### src/design/pqsd_pkg.sv
// pqsd_pkg: shared types and constants for the PQ symmetric-distance top-K scan.
// No dependencies; used by every other file of the block.
package pqsd_pkg;

  localparam int TOP_K_DEF      = 100;
  localparam int CODEBOOK_DEF   = 256;
  localparam int SUBSPACES_DEF  = 4;

  localparam int CODE_FIELDS = 4;   // item carries four codewords
  localparam int CODE_W      = 8;
  localparam int DIST_W      = 16;
  localparam int SUM_W       = 18;
  localparam int IDX_W       = 20;
  localparam int RANK_W      = 7;
  localparam int CFG_IDX_W   = 2;

  localparam int FIFO_DEPTH  = 4;
  localparam int FIFO_PTR_W  = 2;
  localparam int FIFO_CNT_W  = 3;

  typedef enum logic [1:0] {
    KIND_WRITE = 2'd0,
    KIND_ITEM  = 2'd1,
    KIND_READ  = 2'd2,
    KIND_CLEAR = 2'd3
  } kind_t;

  // command handed from the front end to the list engine
  typedef struct packed {
    kind_t               kind;
    logic [SUM_W-1:0]    dsum;
    logic [IDX_W-1:0]    idx;
    logic [RANK_W-1:0]   rank;
  } cmd_t;

  typedef struct packed {
    logic [FIFO_CNT_W-1:0] count;
  } fifo_stat_t;

endpackage

### src/design/pqsd_fifo.sv
// pqsd_fifo: short command queue between front end and list engine.
// Depends on pqsd_pkg.
module pqsd_fifo import pqsd_pkg::*; (
  input  logic       clk,
  input  logic       rst_n,
  input  logic       push,
  input  cmd_t       push_cmd,
  input  logic       pop,
  output logic       head_v,
  output cmd_t       head_cmd,
  output fifo_stat_t stat
);

  cmd_t                  buf_r [FIFO_DEPTH];
  logic [FIFO_PTR_W-1:0] wp_r, rp_r;
  logic [FIFO_CNT_W-1:0] cnt_r;

  always_ff @(posedge clk) begin
    if (push) buf_r[wp_r] <= push_cmd;
  end

  always_ff @(posedge clk) begin
    if (!rst_n) begin
      wp_r  <= '0;
      rp_r  <= '0;
      cnt_r <= '0;
    end else begin
      if (push) wp_r <= wp_r + 1'b1;
      if (pop)  rp_r <= rp_r + 1'b1;
      cnt_r <= cnt_r + {{(FIFO_CNT_W-1){1'b0}}, push} - {{(FIFO_CNT_W-1){1'b0}}, pop};
    end
  end

  assign head_v     = cnt_r != '0;
  assign head_cmd   = buf_r[rp_r];
  assign stat.count = cnt_r;

  assert property (@(posedge clk) disable iff (!rst_n)
    push |-> (cnt_r < FIFO_CNT_W'(FIFO_DEPTH)) || pop)
    else $error("command queue overflow");
  assert property (@(posedge clk) disable iff (!rst_n) pop |-> head_v)
    else $error("command queue underflow");
  assert property (@(posedge clk) disable iff (!rst_n)
    cnt_r <= FIFO_CNT_W'(FIFO_DEPTH))
    else $error("command queue count out of range");

endmodule

### config.mk
export PLATFORM = sky130hd
export DESIGN_NAME = pqsd_fifo
export DESIGN_NICKNAME = d
export VERILOG_FILES = /design/src/design/pqsd_pkg.sv /design/src/design/pqsd_fifo.sv
export SDC_FILE = /design/constraint.sdc
export NUM_CORES = 1
export LEC_CHECK = 0
export BUFFER_PORTS_ARGS = -buffer_cell sky130_fd_sc_hd__buf_2
export CAP_MARGIN = 25
export CORE_MARGIN = 8
export CORE_UTILIZATION = 37
export DETAILED_ROUTE_END_ITERATION = 7
export GPL_TIMING_DRIVEN = 1
export PLACE_DENSITY = 0.64
export SETUP_SLACK_MARGIN = 0.3
export SLEW_MARGIN = 10
export SYNTH_ARGS = -nofsm -noshare
export SYNTH_HDL_FRONTEND = slang
export SYNTH_SLANG_ARGS = --single-unit
### constraint.sdc
create_clock -name clk -period 2.9 [get_ports clk]
set_input_delay 0.58 -clock clk [delete_from_list [all_inputs] [get_ports clk]]
set_output_delay 0.58 -clock clk [all_outputs]
set_load 0.03 [all_outputs]
==> flow_summary.ini, run 1 <==
[run_status]
status = completed

[min_path]
min_path_cells = 1
hp-start = push_cmd[7]
hold_path_class = primary input to register
worstHoldEndpoint = buf_r[1][7]$_DFFE_PP_

[worst_setup_path]
crit_fanout = 23
worstSetupPathType = register to primary output
r2r_end = buf_r[2][35]$_DFFE_PP_
critPathBufInv = 2
r2r_slack_ns = 1.24
worst_ep_required_time_ns = 2.32
crit_arrival_ns = 1.82
critical_path_depth = 3
crit_family = multiplexers
timing.rr.start = wp_r[0]$_SDFFE_PN0P_
start_kind = register
cpMaxStageDelayCell = mux4_2
path_cells = buf_12 > mux4_2 > buf_2
cp-end-kind = primary output
slowest_delay_ns = 0.56
rr_worst_depth = 4

[job]
maxCapViolations = 0

[timing]
hold_viol = 0
fmax_mhz = 417
rsz0062_at_grt = false
fin_skew_ns = 0.00561
drv_slew = 0
tightest_slew_ns = 0.503
finalSetupViolations = 0
post-route-min-period_ns = 2.40
max-slew-margin-rel = 0.665
timing.hold.ws_ns = 0.368
fin_crit_sh = 0.827
fin_tns_setup_ns = 0

[global_routing]
grt_pass1_wl_mm = 20.2
use_met1 = 0.128
antenna_found_initial = 1
met3_usage = 0.0449
globalRouteOverflowTotal = 0
grt_pass1_vias = 3598
grt_usage = 0.113
grt_max_degree = 48
busiest_layer = met2
use_met2 = 0.193

[final_layout]
stdcell_count = 688
n_antenna_cell = 0
synthToLayoutAreaGrowth_pct = 20.4
layout_commonest_cell = edfxtp_1
drive_gt1_frac = 0.466
finalNetCount = 469
layout_common_cells = edfxtp_1 (188), buf_2 (101), mux4_2 (47)
design_area_um2 = 8720

[cts]
cts_hold_buf = 0
clock_sinks = 197
tritoncts = built
cts_htree_levels = 4
cts.path.max_buffers = 2
clock_tree.root_cell = clkbuf_16
clock_latency_ns = 0.42
cts-buffers-inserted = 17
clk_pin_slew_worst_paths_ns = 0.07

[logic_synthesis]
ys_types = 20
ys_ff_latch = 197
yosys_warnings = 0
syn_avg_cell_area_um2 = 25.2
ys_seq_area_frac = 0.804
synth.net_count = 345
synth_area_um2 = 7240
syn-instance-count = 287

[placed_design]
hpwlAfterDp_mm = 8.39
place_congestion = 0.658
dpl.cell_count = 655
place_area_um2 = 8140
portBuffers = 101

[drt]
drt-initial-drc-count = 132
route.detailed.wl_per_inst_um = 19.3
vias_per_cell = 4.66
vias = 3208
dr.pass1.iters = 4
ant_nets = 0
finalWirelength_mm = 13.3
drc = 0

[die]
dieArea_um2 = 24300
die_y_um = 156
coreArea_um2 = 19300
ios = 102
start_util = 0.375
placementRows = 51
die_x_um = 156

[power]
ir_drop_v = 0.000389
p_leak_nw = 2.95
power_density_nw_per_um2 = 729
==> synth_stat cells <==
library cell	number	area share
a21bo_2	1	0.0014
buf_2	4	0.0028
and2_1	6	0.0052
nor2_1	5	0.0026
a21oi_1	1	0.00069
fa_1	1	0.0028
mux2i_1	1	0.0014
inv_1	7	0.0036
clkbuf_1	1	0.00052
mux4_2	47	0.15
nand3b_1	1	0.0010
buf_6	1	0.0016
dfxtp_1	9	0.025
xor3_1	1	0.0033
buf_4	1	0.0010
buf_12	3	0.0083
xnor2_1	2	0.0024
ha_1	6	0.010
or3_1	1	0.00086
edfxtp_1	188	0.78
==> how the worst max path moves through the flow <==
stage | startpoint | slack (ns) | to
final | register | 0.50 | head_cmd[5]
after global routing | register | 0.41 | head_cmd[33]
after CTS | register | 0.45 | head_cmd[5]
after detailed placement | register | 0.65 | head_cmd[36]
after global placement | register | 0.66 | head_cmd[46]
after floorplan | push | 0.78 | buf_r[0][0]$_DFFE_PP_
==> cells by family (layout without fill, tap and decap cells) <==
logic type                 count (synthesis)  count (layout)  synth area share
xor gates and xnor gates                   3               3           0.00570
and+or+nand+nor                           13              13           0.00967
buffers and inverters                     17             153            0.0178
muxes                                     48              48             0.147
adders and majority gates                  7               7            0.0131
AOI/OAI and AO/OA                          2               2           0.00207
DFF                                      197             197             0.804
==> flip-flops by register name, summed over array words and instances, names as in the netlist, named ones only <==
name   count
buf_r    188
rp_r       2
stat       3
wp_r       2
==> layout make-up <==
type | instances | area [um^2]
clock buffer | 18 | 429
clock inverter | 13 | 135
fill | 1626 | 10600
inverter | 7 | 26.3
multi-input combinational | 73 | 1290
sequential | 197 | 5830
tap | 265 | 332
timing repair buffer | 115 | 677
==> metal layers <==
layer	share of wire	wire length (um)	up-vias
li1	-	-	1454
met1	0.41	5470	1659
met2	0.52	6910	85
met3	0.063	837	8
met4	0.0053	71	2
met5	0.00098	13	-
==> metrics by stage <==
step | total power [mW] | util | setup WS, ns
finish | 6.36 | 0.451 | 0.502
detailed placement | 4.21 | 0.421 | 0.654
global placement | 4.19 | 0.421 | 0.661
global route | 6.60 | 0.451 | 0.409
floorplan | 3.94 | - | 0.783
CTS | 6.45 | 0.451 | 0.451
==> where the power goes <==
group	total [mW]	switching, mW	internal (mW)	leakage (nW)
logic	0.825	0.507	0.317	0.886
clock network	2.23	0.965	1.26	0.261
registers	3.31	0.0416	3.27	1.80
total	6.36	1.51	4.85	2.95
==> repair_timing <==
| action | in CTS | in global routing |
|---|---|---|
| gates resized for setup | 1 | 0 |
| setup buffers | 2 | 0 |
| endpoints found under the setup margin | 35 | 0 |
Power figures use the tool's default switching activity.
==> inputs of run 2 (changes only) <==
- PLACE_DENSITY: 0.64 -> 0.66
- clock period: 2.9 -> 2.2 ns (I/O delays scaled with it)
==> run 2 against run 1 <==
Effect of this change:
- the run now ends with setup timing left
- power up 33%
- critical path depth up 1
- largest cell class unchanged
- sequential share of layout area down 2.4 points
- final area up 3.7%
- first-iteration DRC count up 18%
- wire length up 4.2%
- sequential power up 32%
- die area unchanged
- non-clock buffer count up 4
- setup slack worse by 0.54 ns
==> flow_summary.ini, run 2 (synthesis results as in run 1) <==
[timing]
fin_skew_ns = 0.00784
fin_crit_sh = 1.02
post-route-min-period_ns = 2.24
fin_tns_setup_ns = -0.248
rsz0062_at_grt = true
fin_ws_ns = -0.0356
drv_slew = 0
finalSetupViolations = 17
max-slew-margin-rel = 0.712
fmax_mhz = 447
tightest_slew_ns = 0.432
hold_viol = 0

[global_routing]
grt_pass1_vias = 3716
globalRouteOverflowTotal = 0
grt_max_degree = 28
antenna_found_initial = 2
grt_usage = 0.116
grt_pass1_wl_mm = 20.9

[die]
die_y_um = 156
ios = 102
dieArea_um2 = 24300
coreArea_um2 = 19300
start_util = 0.375
die_x_um = 156
placementRows = 51

[final_layout]
finalNetCount = 473
largest_register_ffs = 188
n_antenna_cell = 0
top_register = buf_r
layout_common_cells = edfxtp_1 (188), buf_2 (54), mux4_2 (47), buf_6 (47), clkbuf_16 (19)
drive_gt1_frac = 0.468
nFillCells = 1613
synthToLayoutAreaGrowth_pct = 24.9
final_core_util = 0.468
layout_commonest_cell = edfxtp_1

[drt]
vias = 3267
finalWirelength_mm = 13.9
ant_nets = 0
drc = 0
drt-initial-drc-count = 156
dr.pass1.iters = 4
route.detailed.wl_per_inst_um = 20.0
vias_per_cell = 4.72

[placed_design]
portBuffers = 101
place_congestion = 0.679
hpwlAfterDp_mm = 8.38

[cts]
cts-buffers-inserted = 17
cts.path.max_buffers = 2
cts_hold_buf = 0
clock_sinks = 197
tritoncts = built
clock_tree.root_cell = clkbuf_16
clk_pin_slew_worst_paths_ns = 0.07
cts_htree_levels = 4
clock_latency_ns = 0.43

[power]
ir_drop_v = 0.000518
p_leak_nw = 3.07
power_density_nw_per_um2 = 934

[run_status]
violations = setup timing
status = complete, but fails checks

[worst_setup_path]
crit_arrival_ns = 1.80
start_kind = register
crit_fanout = 7
rr_worst_depth = 7
cp-end-kind = primary output
worst_ep_required_time_ns = 1.76
worstSetupPathType = register to primary output

[min_path]
min_path_cells = 1
hold_path_class = primary input to register

[job]
maxCapViolations = 0
[run 2: stage by stage]
step | setup WS, ns | total power [mW] | area (um^2) | std cells | hold WS (ns)
floorplan | 0.459 | 5.20 | 7250 | 287 | 0.499
global placement | 0.367 | 5.52 | 8100 | 655 | 0.516
detailed placement | 0.361 | 5.55 | 8100 | 655 | 0.539
CTS | -0.0650 | 8.53 | 8970 | 688 | 0.209
global route | -0.101 | 8.77 | 9050 | 692 | 0.208
finish | -0.0356 | 8.45 | 9050 | 692 | 0.226
[run 2: worst paths after layout]
kind	startpoint	to	slack, ns
hold / removal	push_cmd[14]	buf_r[0][14]$_DFFE_PP_	0.23
setup reg to reg	stat[0]$_SDFF_PN0_	stat[2]$_SDFF_PN0_	0.56
setup / recovery	register	head_cmd[3]	-0.04
hold reg to reg	rp_r[0]$_SDFFE_PN0P_	register	0.54
[run 2: final cells by class]
| class | instances | area (um^2) | area share |
|---|---|---|---|
| sequential | 197 | 5830 | 0.645 |
| multi-input combinational | 73 | 1290 | 0.143 |
| timing repair buffer | 119 | 1050 | 0.116 |
| clock buffer | 20 | 437 | 0.0483 |
| tap | 265 | 332 | 0.0367 |
| clock inverter | 11 | 78.8 | 0.00871 |
| inverter | 7 | 26.3 | 0.00290 |
[run 2: timing repair]
| action | in CTS | in global routing |
|---|---|---|
| setup buffers | 1 | 2 |
| endpoints found under the setup margin | 47 | 47 |
| gates cloned | 1 | 2 |
| pin swaps | 0 | 0 |
| gates resized for setup | 96 | 0 |
[run 2: critical path: stages (launching register included)]
cell	delay [ns]
dfxtp_4	0.40
buf_4	0.14
buf_16	0.13
mux4_2	0.53
buf_6	0.16
[run 2: power by group]
part	leakage (nW)	switching (mW)	internal, mW
logic	1.03	0.715	0.602
clock network	0.241	1.32	1.44
registers	1.80	0.0564	4.31
[run 2: per-layer routing]
| layer | wire length [um] | up-vias | global-route usage |
|---|---|---|---|
| li1 | - | 1463 | - |
| met1 | 5780 | 1716 | 0.134 |
| met2 | 7190 | 70 | 0.196 |
| met3 | 706 | 14 | 0.0449 |
| met4 | 153 | 4 | 0.0333 |
| met5 | 25 | - | 0 |
